[config.mk]
export PLATFORM = sky130hd
export DESIGN_NAME = table_file_header_detector_top
export DESIGN_NICKNAME = d
export VERILOG_FILES = /design/src/hdl/tfhd_pkg.sv /design/src/hdl/tfhd_front.sv /design/src/hdl/tfhd_queue.sv /design/src/hdl/tfhd_back.sv /design/src/hdl/table_file_header_detector_top.sv
export SDC_FILE = /design/constraint.sdc
export NUM_CORES = 2
export LEC_CHECK = 0
export BUFFER_PORTS_ARGS = -buffer_cell sky130_fd_sc_hd__buf_4
export CAP_MARGIN = 10
export CELL_PAD_IN_SITES_DETAIL_PLACEMENT = 0
export CELL_PAD_IN_SITES_GLOBAL_PLACEMENT = 1
export CORE_MARGIN = 8
export CORE_UTILIZATION = 35
export CTS_CLUSTER_DIAMETER = 50
export DETAILED_ROUTE_END_ITERATION = 16
export PLACE_DENSITY = 0.73
export REMOVE_ABC_BUFFERS = 1
export SLEW_MARGIN = 20
export SYNTH_ARGS = -nofsm -noshare
export SYNTH_HDL_FRONTEND = slang
export SYNTH_HIERARCHICAL = 1
export SYNTH_SLANG_ARGS = --single-unit
[constraint.sdc]
create_clock -name clk_i -period 12.86 [get_ports clk_i]
set_clock_uncertainty 0.15 [all_clocks]
set_input_delay 0 -clock clk_i [delete_from_list [all_inputs] [get_ports clk_i]]
set_output_delay 0 -clock clk_i [all_outputs]
set_load 0.02 [all_outputs]
[src/hdl/tfhd_pkg.sv]
// ----------------------------------------------------------------------------
// Table file header detector package
// Shared widths, constants, status codes and the types that pass between
// the front end, the item queue and the back end.
// ----------------------------------------------------------------------------
`default_nettype none

package tfhd_pkg;

  localparam int unsigned BYTE_W   = 8;
  localparam int unsigned POS_W    = 48;
  localparam int unsigned LEN_W    = 32;
  localparam int unsigned STAT_W   = 3;
  localparam int unsigned HLEN_W   = 16;
  localparam int unsigned RCNT_W   = 20;
  localparam int unsigned PROD_W   = RCNT_W + HLEN_W;
  localparam int unsigned RECENT_W = 32;

  localparam int unsigned QUEUE_DEPTH = 2;

  localparam logic [LEN_W-1:0]    SHORT_BLOCK_LEN = 32'd128;
  localparam logic [BYTE_W-1:0]   VERSION_F5      = 8'hF5;
  localparam logic [BYTE_W-1:0]   VERSION_30      = 8'h30;
  localparam logic [BYTE_W-1:0]   HEADER_TERM     = 8'h0D;
  localparam logic [BYTE_W-1:0]   END_MARK        = 8'h1A;
  localparam logic [RECENT_W-1:0] RCNT_LIMIT      = 32'h000F_FFFF;
  localparam logic [RECENT_W-1:0] RESERVED_MASK   = 32'hFFFF_FEFE;
  localparam logic [HLEN_W-1:0]   HLEN_MIN        = 16'd32;
  localparam logic [HLEN_W-1:0]   HLEN_FOLD       = 16'd263;
  localparam logic [HLEN_W-1:0]   RLEN_MIN        = 16'd8;
  localparam logic [HLEN_W-1:0]   RLEN_MAX        = 16'd4000;
  localparam logic [POS_W-1:0]    HDR_SCAN_MAX    = 48'd68;

  localparam logic [STAT_W-1:0] ST_NONE     = 3'd0;
  localparam logic [STAT_W-1:0] ST_HEADER   = 3'd1;
  localparam logic [STAT_W-1:0] ST_SPAN     = 3'd2;
  localparam logic [STAT_W-1:0] ST_END      = 3'd3;
  localparam logic [STAT_W-1:0] ST_DISABLED = 3'd4;

  localparam logic [1:0] PH_IDLE   = 2'd0;
  localparam logic [1:0] PH_HEADER = 2'd1;
  localparam logic [1:0] PH_SPAN   = 2'd2;
  localparam logic [1:0] PH_END    = 2'd3;

  typedef struct packed {
    logic [BYTE_W-1:0] data;
    logic [POS_W-1:0]  pos;
    logic              disabled;
    logic              restart;
  } item_t;

  typedef struct packed {
    logic full;
    logic empty;
  } qstat_t;

endpackage

`default_nettype wire

[src/hdl/tfhd_front.sv]
// ----------------------------------------------------------------------------
// Table file header detector front end
// Accepts input items, tracks the stream offset across blocks and tags
// each item with its offset and whether the block is a short first block.
// ----------------------------------------------------------------------------
`default_nettype none

module tfhd_front import tfhd_pkg::*; (
  input  wire logic              clk_i,
  input  wire logic              rst_ni,
  input  wire logic              in_valid_i,
  output      logic              in_stall_o,
  input  wire logic [BYTE_W-1:0] data_byte_i,
  input  wire logic [POS_W-1:0]  block_pos_i,
  input  wire logic [LEN_W-1:0]  block_len_i,
  input  wire logic              restart_i,
  input  wire qstat_t            q_stat_i,
  output      logic              push_o,
  output      item_t             push_item_o
);

  logic [POS_W-1:0] pos_q, pos_d;
  logic [POS_W-1:0] last_q, last_d;
  logic [POS_W-1:0] pos_b, last_b, pos_eff;
  logic             disabled;
  logic             accept;

  assign in_stall_o = q_stat_i.full;
  assign accept     = in_valid_i && !q_stat_i.full;
  assign push_o     = in_valid_i;

  always_comb begin
    pos_b    = restart_i ? '0 : pos_q;
    last_b   = restart_i ? '0 : last_q;
    disabled = (block_pos_i == '0) && (block_len_i < SHORT_BLOCK_LEN);
    pos_eff  = (block_pos_i != last_b) ? block_pos_i : pos_b;
    pos_d    = pos_q;
    last_d   = last_q;
    if (accept) begin
      if (disabled) begin
        pos_d  = pos_b;
        last_d = last_b;
      end else begin
        pos_d  = pos_eff + POS_W'(1);
        last_d = block_pos_i;
      end
    end
  end

  always_comb begin
    push_item_o.data     = data_byte_i;
    push_item_o.pos      = pos_eff;
    push_item_o.disabled = disabled;
    push_item_o.restart  = restart_i;
  end

  always_ff @(posedge clk_i or negedge rst_ni) begin
    if (!rst_ni) begin
      pos_q  <= '0;
      last_q <= '0;
    end else begin
      pos_q  <= pos_d;
      last_q <= last_d;
    end
  end

endmodule

`default_nettype wire

[src/hdl/tfhd_queue.sv]
// ----------------------------------------------------------------------------
// Table file header detector item queue
// A short first-in first-out queue of tagged items between the front end
// and the back end, so that each side can stall on its own.
// ----------------------------------------------------------------------------
`default_nettype none

module tfhd_queue import tfhd_pkg::*; #(
  parameter int unsigned Depth = QUEUE_DEPTH
) (
  input  wire logic  clk_i,
  input  wire logic  rst_ni,
  input  wire logic  push_i,
  input  wire item_t push_item_i,
  input  wire logic  pop_i,
  output      item_t head_o,
  output      qstat_t stat_o
);

  localparam int unsigned PtrW = (Depth > 1) ? $clog2(Depth) : 1;
  localparam int unsigned CntW = $clog2(Depth + 1);

  item_t           slot_q [Depth];
  logic [PtrW-1:0] wr_ptr_q, rd_ptr_q;
  logic [CntW-1:0] cnt_q;
  logic            do_push, do_pop;

  assign stat_o.full  = (cnt_q == CntW'(Depth));
  assign stat_o.empty = (cnt_q == '0);
  assign do_push      = push_i && !stat_o.full;
  assign do_pop       = pop_i && !stat_o.empty;
  assign head_o       = slot_q[rd_ptr_q];

  function automatic logic [PtrW-1:0] next_ptr(input logic [PtrW-1:0] ptr);
    logic [PtrW-1:0] nxt;
    if (ptr == PtrW'(Depth - 1)) begin
      nxt = '0;
    end else begin
      nxt = ptr + PtrW'(1);
    end
    return nxt;
  endfunction

  always_ff @(posedge clk_i) begin
    if (do_push) begin
      slot_q[wr_ptr_q] <= push_item_i;
    end
  end

  always_ff @(posedge clk_i or negedge rst_ni) begin
    if (!rst_ni) begin
      wr_ptr_q <= '0;
      rd_ptr_q <= '0;
      cnt_q    <= '0;
    end else begin
      if (do_push) begin
        wr_ptr_q <= next_ptr(wr_ptr_q);
      end
      if (do_pop) begin
        rd_ptr_q <= next_ptr(rd_ptr_q);
      end
      if (do_push && !do_pop) begin
        cnt_q <= cnt_q + CntW'(1);
      end else if (do_pop && !do_push) begin
        cnt_q <= cnt_q - CntW'(1);
      end
    end
  end

endmodule

`default_nettype wire

[src/hdl/tfhd_back.sv]
// ----------------------------------------------------------------------------
// Table file header detector back end
// Runs the header parser on each queued item and holds the result in an
// output register until it is taken.
// ----------------------------------------------------------------------------
`default_nettype none

module tfhd_back import tfhd_pkg::*; (
  input  wire logic              clk_i,
  input  wire logic              rst_ni,
  input  wire item_t             head_i,
  input  wire qstat_t            q_stat_i,
  output      logic              pop_o,
  output      logic              out_valid_o,
  input  wire logic              out_stall_i,
  output      logic [STAT_W-1:0] status_o,
  output      logic [POS_W-1:0]  span_start_o,
  output      logic [POS_W-1:0]  span_end_o,
  output      logic [HLEN_W-1:0] record_size_o
);

  logic [1:0]          phase_q, phase_d, phase_b;
  logic [RECENT_W-1:0] rb_q, rb_d, rb_b, rb_n;
  logic [POS_W-1:0]    base_q, base_d;
  logic [HLEN_W-1:0]   hl_q, hl_d;
  logic [RCNT_W-1:0]   rc_q, rc_d;
  logic [HLEN_W-1:0]   rl_q, rl_d;
  logic [POS_W-1:0]    ds_q, ds_d;
  logic [POS_W-1:0]    de_q, de_d;
  logic [POS_W-1:0]    em1_q, em1_d;
  logic [PROD_W-1:0]   prod_q, prod_d;
  logic [POS_W-1:0]    ds_pre_q, ds_pre_d;

  logic                out_valid_q;
  logic [STAT_W-1:0]   status_q, status_d;
  logic [POS_W-1:0]    span_start_q, span_start_d;
  logic [POS_W-1:0]    span_end_q, span_end_d;
  logic [HLEN_W-1:0]   record_size_q, record_size_d;

  logic [POS_W-1:0]    p;
  logic [RECENT_W-1:0] cnt_n;
  logic [HLEN_W-1:0]   hl_raw, hl_adj;
  logic [BYTE_W-1:0]   c;
  logic                start, reserved_bad, ended;

  assign pop_o = !q_stat_i.empty && (!out_valid_q || !out_stall_i);
  assign c     = head_i.data;

  always_comb begin
    phase_b = head_i.restart ? PH_IDLE : phase_q;
    rb_b    = head_i.restart ? '0 : rb_q;
    rb_n    = {rb_b[RECENT_W-BYTE_W-1:0], c};
    cnt_n   = {rb_n[7:0], rb_n[15:8], rb_n[23:16], rb_n[31:24]};
    hl_raw  = {c, rb_n[15:8]};
    hl_adj  = hl_raw - HLEN_FOLD;
    p       = head_i.pos - base_q;
    start   = (c[2:0] inside {3'd3, 3'd4}) || (c[7:4] == 4'd3) ||
              (c == VERSION_F5) || (c == VERSION_30);
    reserved_bad = ((rb_n & RESERVED_MASK) != '0) &&
                   ((rb_n[15:8] & 8'hFE) > 8'd1) && ((rb_n[7:0] & 8'hFE) > 8'd1);

    phase_d = phase_q;
    rb_d    = rb_q;
    base_d  = base_q;
    hl_d    = hl_q;
    rc_d    = rc_q;
    rl_d    = rl_q;
    ds_d    = ds_q;
    de_d    = de_q;
    em1_d   = em1_q;
    ended   = 1'b0;

    if (pop_o) begin
      phase_d = phase_b;
      rb_d    = rb_b;
      if (!head_i.disabled) begin
        rb_d = rb_n;
        case (phase_b)
          PH_IDLE: begin
            if (start) begin
              phase_d = PH_HEADER;
              base_d  = head_i.pos;
              hl_d    = '0;
              rc_d    = '0;
              rl_d    = '0;
            end
          end
          PH_HEADER: begin
            if (p == POS_W'(2)) begin
              if (!(c inside {[8'd1:8'd12]})) begin
                phase_d = PH_IDLE;
              end
            end else if (p == POS_W'(3)) begin
              if (!(c inside {[8'd1:8'd31]})) begin
                phase_d = PH_IDLE;
              end
            end else if (p == POS_W'(7)) begin
              rc_d = cnt_n[RCNT_W-1:0];
              if (cnt_n == '0 || cnt_n >= RCNT_LIMIT) begin
                phase_d = PH_IDLE;
              end
            end else if (p == POS_W'(9)) begin
              hl_d = hl_raw;
              if (hl_raw <= HLEN_MIN) begin
                phase_d = PH_IDLE;
              end else if (hl_raw[4:0] == 5'd1) begin
                phase_d = phase_b;
              end else if (hl_raw > HLEN_FOLD) begin
                hl_d = hl_adj;
                if (hl_adj[4:0] != 5'd1) begin
                  phase_d = PH_IDLE;
                end
              end else begin
                phase_d = PH_IDLE;
              end
            end else if (p == POS_W'(11)) begin
              rl_d = hl_raw;
              if (hl_raw <= RLEN_MIN) begin
                phase_d = PH_IDLE;
              end
            end else if (p == POS_W'(15) && reserved_bad) begin
              phase_d = PH_IDLE;
            end else if (p == POS_W'(16) && rl_q > RLEN_MAX) begin
              phase_d = PH_IDLE;
            end else if (p > POS_W'(17) && hl_q != '0 &&
                         p == POS_W'(hl_q) - POS_W'(1)) begin
              if (c != HEADER_TERM) begin
                phase_d = PH_IDLE;
              end else begin
                ds_d    = ds_pre_q;
                em1_d   = ds_pre_q + POS_W'(prod_q);
                de_d    = ds_pre_q + POS_W'(prod_q) + POS_W'(1);
                phase_d = PH_SPAN;
              end
            end else if (p > POS_W'(hl_q) && p > HDR_SCAN_MAX) begin
              phase_d = PH_IDLE;
            end
          end
          PH_SPAN: begin
            if (head_i.pos == em1_q) begin
              if (c == END_MARK) begin
                phase_d = PH_END;
                ended   = 1'b1;
              end else begin
                phase_d = PH_IDLE;
              end
            end
          end
          default: begin
            phase_d = phase_b;
          end
        endcase
      end
    end

    prod_d   = PROD_W'(rc_d) * PROD_W'(rl_d);
    ds_pre_d = base_d + POS_W'(hl_d);
  end

  always_comb begin
    if (head_i.disabled) begin
      status_d = ST_DISABLED;
    end else begin
      case (phase_d)
        PH_IDLE:   status_d = ST_NONE;
        PH_HEADER: status_d = ST_HEADER;
        PH_SPAN:   status_d = ST_SPAN;
        PH_END:    status_d = ended ? ST_END : ST_HEADER;
        default:   status_d = ST_NONE;
      endcase
    end
    if (phase_d == PH_SPAN || phase_d == PH_END) begin
      span_start_d  = ds_d;
      span_end_d    = de_d;
      record_size_d = rl_d;
    end else begin
      span_start_d  = '0;
      span_end_d    = '0;
      record_size_d = '0;
    end
  end

  always_ff @(posedge clk_i or negedge rst_ni) begin
    if (!rst_ni) begin
      phase_q     <= PH_IDLE;
      rb_q        <= '0;
      base_q      <= '0;
      hl_q        <= '0;
      rc_q        <= '0;
      rl_q        <= '0;
      prod_q      <= '0;
      ds_pre_q    <= '0;
      out_valid_q <= 1'b0;
    end else begin
      phase_q  <= phase_d;
      rb_q     <= rb_d;
      base_q   <= base_d;
      hl_q     <= hl_d;
      rc_q     <= rc_d;
      rl_q     <= rl_d;
      prod_q   <= prod_d;
      ds_pre_q <= ds_pre_d;
      if (pop_o) begin
        out_valid_q <= 1'b1;
      end else if (!out_stall_i) begin
        out_valid_q <= 1'b0;
      end
    end
  end

  always_ff @(posedge clk_i) begin
    ds_q  <= ds_d;
    de_q  <= de_d;
    em1_q <= em1_d;
    if (pop_o) begin
      status_q      <= status_d;
      span_start_q  <= span_start_d;
      span_end_q    <= span_end_d;
      record_size_q <= record_size_d;
    end
  end

  assign out_valid_o   = out_valid_q;
  assign status_o      = status_q;
  assign span_start_o  = span_start_q;
  assign span_end_o    = span_end_q;
  assign record_size_o = record_size_q;

endmodule

`default_nettype wire

[src/hdl/table_file_header_detector_top.sv]
// ----------------------------------------------------------------------------
// Table file header detector
// Scans a byte stream for a table file header and reports the span of its
// record data and the end marker, one result item for every input item.
// ----------------------------------------------------------------------------
//
//   Channel  Direction  Handshake             Payload
//   in       input      in_valid_i/in_stall_o data_byte_i, block_pos_i,
//                                             block_len_i, restart_i
//   out      output     out_valid_o/out_stall_i status_o, span_start_o,
//                                             span_end_o, record_size_o
//
// One item is taken per cycle when neither side stalls; its result is written
// first into a queue slot and then into the output register. The back end
// pops a new queued item whenever the output register is empty or its result
// is being taken. The reset is asynchronous and active low and needs no
// clearing pass. A stalled output holds its result while the queue keeps
// accepting items until it is full.
`default_nettype none

module table_file_header_detector_top import tfhd_pkg::*; #(
  parameter int unsigned QueueDepth = QUEUE_DEPTH
) (
  input  wire logic              clk_i,
  input  wire logic              rst_ni,
  input  wire logic              in_valid_i,
  output      logic              in_stall_o,
  input  wire logic [BYTE_W-1:0] data_byte_i,
  input  wire logic [POS_W-1:0]  block_pos_i,
  input  wire logic [LEN_W-1:0]  block_len_i,
  input  wire logic              restart_i,
  output      logic              out_valid_o,
  input  wire logic              out_stall_i,
  output      logic [STAT_W-1:0] status_o,
  output      logic [POS_W-1:0]  span_start_o,
  output      logic [POS_W-1:0]  span_end_o,
  output      logic [HLEN_W-1:0] record_size_o
);

  qstat_t q_stat;
  item_t  push_item, head_item;
  logic   push, pop;

  tfhd_front u_front (
    .clk_i       (clk_i),
    .rst_ni      (rst_ni),
    .in_valid_i  (in_valid_i),
    .in_stall_o  (in_stall_o),
    .data_byte_i (data_byte_i),
    .block_pos_i (block_pos_i),
    .block_len_i (block_len_i),
    .restart_i   (restart_i),
    .q_stat_i    (q_stat),
    .push_o      (push),
    .push_item_o (push_item)
  );

  tfhd_queue #(
    .Depth (QueueDepth)
  ) u_queue (
    .clk_i       (clk_i),
    .rst_ni      (rst_ni),
    .push_i      (push),
    .push_item_i (push_item),
    .pop_i       (pop),
    .head_o      (head_item),
    .stat_o      (q_stat)
  );

  tfhd_back u_back (
    .clk_i         (clk_i),
    .rst_ni        (rst_ni),
    .head_i        (head_item),
    .q_stat_i      (q_stat),
    .pop_o         (pop),
    .out_valid_o   (out_valid_o),
    .out_stall_i   (out_stall_i),
    .status_o      (status_o),
    .span_start_o  (span_start_o),
    .span_end_o    (span_end_o),
    .record_size_o (record_size_o)
  );

  // An accepted item is always waiting in the queue on the next cycle.
  a_push_fills_queue : assert property (@(posedge clk_i) disable iff (!rst_ni)
    (in_valid_i && !in_stall_o) |=> !q_stat.empty)
    else $error("Accepted item did not reach the queue.");

  // Without a detected header, no span is reported.
  a_none_has_no_span : assert property (@(posedge clk_i) disable iff (!rst_ni)
    (out_valid_o && status_o == ST_NONE) |->
      (span_start_o == '0 && span_end_o == '0 && record_size_o == '0))
    else $error("Span fields set without a detected header.");

  // A known span always runs past its start by at least the end marker.
  a_span_nonempty : assert property (@(posedge clk_i) disable iff (!rst_ni)
    (out_valid_o && (status_o == ST_SPAN || status_o == ST_END)) |->
      (span_end_o != span_start_o))
    else $error("Reported span has no length.");

endmodule

`default_nettype wire

== Yosys cells after proc, flatten, opt, wreduce, memory -nomap -nowiden ==
Memory sizes are Yosys's and may differ from the RTL's.
Index checks and enable logic that the tools add are counted.
W data, S select, Z words.

* Output and inout bits: 117
* Memories: 1
* Bits in writable memories: 116
* Bits in registers: 570

* Reduce and logical (&&, ||, !) cells: 37
* Bitwise logic cells: 9
* $lt $le $gt $ge: 14
* Multiply operators: 1
* Multiplexer cells: 102
* Eq/ne operators: 26
* Add/subtract/negate cells: 11

{| class="wikitable"
|+ Memory list
! memory !! depth !! bits a word !! read ports !! clocked after memory_dff !! write ports !! RTL line !! text
|-
| u_queue.slot_q || 2 || 58 || 1 || 0 || 1 || tfhd_queue.sv:23 || <nowiki>item_t slot_q [Depth];</nowiki>
|}

{| class="wikitable"
|+ Operators by type and width
! operator !! number
|-
| $mux W48 || 33
|-
| $mux W16 || 18
|-
| $eq A48 B4 Y1 const B || 3
|-
| $mux W20 || 6
|-
| $add A48 B1 Y48 const B || 2
|-
| $eq A48 B2 Y1 const B || 2
|-
| $eq A48 B48 Y1 || 2
|-
| $pmux W16 S2 || 2
|-
| $mux W2 || 27
|-
| $add A48 B16 Y48 || 1
|-
| $add A48 B36 Y48 || 1
|-
| $eq A48 B3 Y1 const B || 1
|-
| $eq A48 B5 Y1 const B || 1
|-
| $gt A48 B16 Y1 || 1
|-
| $gt A48 B5 Y1 const B || 1
|-
| $gt A48 B7 Y1 const B || 1
|-
| $logic_not A48 Y1 || 1
|-
| $mux W24 || 2
|-
| $ne A48 B48 Y1 || 1
|-
| $sub A48 B48 Y48 || 1
|-
| $pmux W20 S2 || 1
|-
| $mul A20 B16 Y36 || 1
|-
| $ge A32 B20 Y1 const B || 1
|-
| $logic_not A32 Y1 || 1
|-
| 38 further kinds || 89
|}

== Depth between registers and ports, before layout ==
An unclocked memory read counts as a cell.

* Depth after elaboration: 18
* Depth in mapped cells: 49
* Mapped depth without buffers: 43

== Cells and area by module ==
The synthesis kept the hierarchy.

{| class="wikitable"
|+ By module, submodules not included
! module !! area each (um^2) !! times used !! cells an instance
|-
| tfhd_back || 38167.9 || 1 || 4037
|-
| tfhd_front || 8393.0 || 1 || 1070
|-
| tfhd_queue || 4428.0 || 1 || 200
|}

== Worst setup path before layout ==
No wires, ideal clock.

* Path kind: flip-flop to flip-flop
* Start: register u_queue.rd_ptr_q
* End: register u_back.prod_q[35]
* Cell stages (with the launch flop): 47
* Arrival: 10.578 ns
* Slack: 2.052 ns
* Cell sequence: dfrtp_1 > buf_6 > buf_2 > mux2_2 > inv_1 > ha_1 > fa_1 > nand2b_1 > a2111oi_4 > or3_1 > o2111ai_1 > a2111o_1 > a311oi_1 > nand4_1 > nor3_2 > nand3_2 > nor4_4 > o21ai_2 > [11 not listed] > inv_1 > fa_1 > inv_1 > fa_1 > inv_1 > ha_1 > nor3_1 > o21ai_0 > a31oi_1 > o21ai_0 > o31ai_1 > o2111a_1 > o31ai_1 > o41a_1 > a21oi_1 > o21ai_0 > a21oi_1 > xnor2_1

{| class="wikitable"
|+ RTL lines
! item !! RTL line !! text
|-
| start, declared || tfhd_queue.sv:24 || <nowiki>logic [PtrW-1:0] wr_ptr_q, rd_ptr_q;</nowiki>
|-
| start signal, assigned || tfhd_queue.sv:60 || <nowiki>rd_ptr_q <= next_ptr(rd_ptr_q);</nowiki>
|-
| end signal, assigned || tfhd_back.sv:201 || <nowiki>prod_q <= prod_d;</nowiki>
|-
| end, declared || tfhd_back.sv:31 || <nowiki>logic [PROD_W-1:0] prod_q, prod_d;</nowiki>
|}

==> reports/summary.txt <==
status -> completed
syn avg cell area -> 9.61 um^2
DP HPWL -> 128000 um
Mapped Cells -> 5307
number of warnings issued by yosys -> 6
HP Class -> input port to register
largest family of logic cells by synthesized area -> simple AND/OR/NAND/NOR gates
worst path required time -> 13310 ps
commonest non-fill, non-tap cell in the layout -> nand2_1
Crit-path slowest cell -> dfrtp_4
GP Congestion -> 0.948
Initial Util -> 35.1%
initial antenna violation count -> 3
TritonCTS clock tree -> yes
async set or reset register ratio after synthesis -> 45.3%
global route overflow -> 0
Synth Area in Simple Gates -> 18.9%
Worst-path clk slew -> 60 ps
Final Hold Fails -> 0
total core area -> 145000 um^2
first-pass GRT wire length -> 252000 um
antenna-violating nets left -> 0
Synth Area in Compound Gates -> 12.8%
mapped cell area -> 51000 um^2
post-route setup TNS -> 0 ps
max frequency -> 0.0818 GHz
worst-path maximum fanout -> 16
Num CTS Buffers -> 90
largest net degree at the start of global routing -> 85
mux contribution to synthesized area -> 5.00%
Layout Cells excl Fill -> 7580
CP peak stage delay -> 590 ps
Antenna Cells -> 0
post-synthesis sequential area ratio -> 35.5%
crit start category -> register
max-slew violations -> 0
kind of critical path -> register to register
fraction of layout cells with a size suffix above 1 -> 14.5%
max_cap viols -> 0
PD cells -> 201 nW/um^2
CP most frequent cell -> fa_1
Unique masters post-synth -> 116
chip width -> 398 um
vias in the first global route -> 40300
vias per cell -> 5.40
via count -> 40900
Remaining DRCs -> 0
initial drt markers -> 3556
Cell Rows -> 140
LEAKAGE -> 25.5 nW
die height -> 398 um
Post-Synth XOR/XNOR Area -> 5.90%
Post-synth EDFFs -> 279
wire length per cell -> 22.1 um
DR pass1 iterations -> 6
Worst Tran Pin Value -> 1090 ps
Slew HR -> 27.1%
synthesized-area fraction occupied by adder cells -> 15.6%
CTS sink cnt -> 686
most frequent cells in the layout -> nand2_1 (573), inv_1 (462), nor2_1 (419)
RSZ-0062 raised after global routing -> false
Yosys reg bits -> 686
worst vdd ir -> 0.000149 V
Crit. End Element -> register
io pins -> 210
endpoints failing setup -> 0
Synth Flop Type -> dfrtp_1
Root Driver -> clkbuf_16
Worst-Skew Late Latency -> 730 ps
die outline area -> 158000 um^2
wirelength, routed -> 167000 um
number of port buffers -> 202
Pwr Total -> 0.0119 W
Util after Layout -> 40.7%
Bufs on Longest Clock Path -> 3
WHS -> 41.3 ps
final net count -> 6162
Crit path arrival time -> 12670 ps
final period utilization -> 95.0%
Post-Place Cells -> 7295
H-tree depth -> 3
All-Layer GR Usage -> 20.5%
synthesis-to-finish area growth -> 15.9%
Final min period -> 12220 ps
## Yosys cell counts (31+ instances only)
master | instances | area (um^2)
and2_1 | 39 | 244
a22o_1 | 66 | 578
a21oi_1 | 192 | 961
fa_1 | 253 | 5060
mux2_2 | 80 | 901
dfrtp_1 | 311 | 7780
a211oi_1 | 37 | 278
clkbuf_1 | 155 | 582
nand4_1 | 105 | 657
nor4_1 | 69 | 432
nand2_1 | 573 | 2150
xnor2_1 | 241 | 2110
nor2_1 | 421 | 1580
a21o_1 | 60 | 450
dfxtp_1 | 96 | 1920
o21ai_0 | 231 | 1160
inv_2 | 31 | 116
nand2b_1 | 33 | 206
and2b_1 | 35 | 263
o21a_1 | 37 | 278
nor3_1 | 101 | 505
mux2_4 | 72 | 1080
inv_1 | 464 | 1740
edfxtp_1 | 279 | 8380
mux2i_1 | 49 | 490
nor2b_1 | 95 | 594
buf_2 | 52 | 260
and3_1 | 73 | 457
nand3_1 | 131 | 656
xor2_1 | 81 | 709
or3_1 | 37 | 231
ha_1 | 231 | 2890
## worst paths after layout
path,start,end,slack [ps],depth (start not counted)
max,u_queue/rd_ptr_q,u_back/prod_q[34],640,43
min,block_pos_i[8],u_front/last_q[8],40,3
max reg2reg,u_queue/rd_ptr_q,u_back/prod_q[34],640,43
min reg2reg,u_back/de_q[37],u_back/de_q[37],290,2
max in group asynchronous,rst_ni,u_back/rc_q[5],10670,5
min in group asynchronous,rst_ni,u_front/last_q[4],340,4
## logic make-up after synthesis
| logic type | after synthesis |
|---|---|
| adder cells (fa/ha/maj) | 484 |
| buffers and inverters | 759 |
| multiplexers | 208 |
| flip-flops | 686 |
| XOR/XNOR | 331 |
| AND/OR/NAND/NOR | 1900 |
| AO/OA/AOI/OAI | 939 |
## final cells by class
| type | instances | area [um^2] |
|---|---|---|
| Inverter | 495 | 1860 |
| Timing Repair Buffer | 450 | 3760 |
| Clock buffer | 103 | 2350 |
| Tap cell | 1917 | 2400 |
| Fill cell | 14200 | 86100 |
| Clock inverter | 67 | 843 |
| Sequential cell | 686 | 18100 |
| Multi-Input combinational cell | 3862 | 29800 |
## repair_timing
action	CTS	global route
hold endpoints to repair	461	0
gates resized for setup	0	10
setup endpoints to repair	0	12
buffers inserted	0	11
hold buffers	104	0
## layer usage
layer  part of all wire (%)  up-vias  wire [um]  GRT usage (%)
met3                    7.0      281      11700           3.51
met1                     45    20000      74600           28.3
met2                     45     1503      75000           32.3
li1                       -    19100          -              -
met4                    3.5        2       5890           7.26
met5                 0.0078        -         13              0
## power by group
part,switching (W),internal [W],leakage [nW]
Combinational,0.00371,0.00215,16.5
Sequential,0.000445,0.00288,7.44
Clock,0.00110,0.00156,1.56
Total,0.00525,0.00660,25.5
## worst max-delay path: cells and delay by family (launching register included)
kind | cells | cell delay [ps]
fa+ha+maj | 9 | 3980
flops | 1 | 590
compound gates | 13 | 3850
buf+inv | 8 | 790
simple gates | 11 | 2210
mux | 1 | 380
xor+xnor | 1 | 130
## flip-flops by register name (all words and copies together) (netlist names), 24 cells and up
signal,count
u_queue/slot_q,116
u_back/base_q,48
u_back/de_q,48
u_back/ds_pre_q,48
u_back/ds_q,48
u_back/em1_q,48
u_back/span_end_o,48
u_back/span_start_o,48
u_front/last_q,48
u_front/pos_q,48
u_back/prod_q,36
u_back/rb_q,24
## through the flow
step / setup WS, ps / cell area [um^2]
4_1_cts: 425 / 58900
2_1_floorplan: -714 / 49600
5_1_grt: 31.2 / 59100
3_5_place_dp: 508 / 54700
6_report: 642 / 59100
3_3_place_gp: 620 / 54700
No activity file was read; power rests on OpenSTA's default activity.
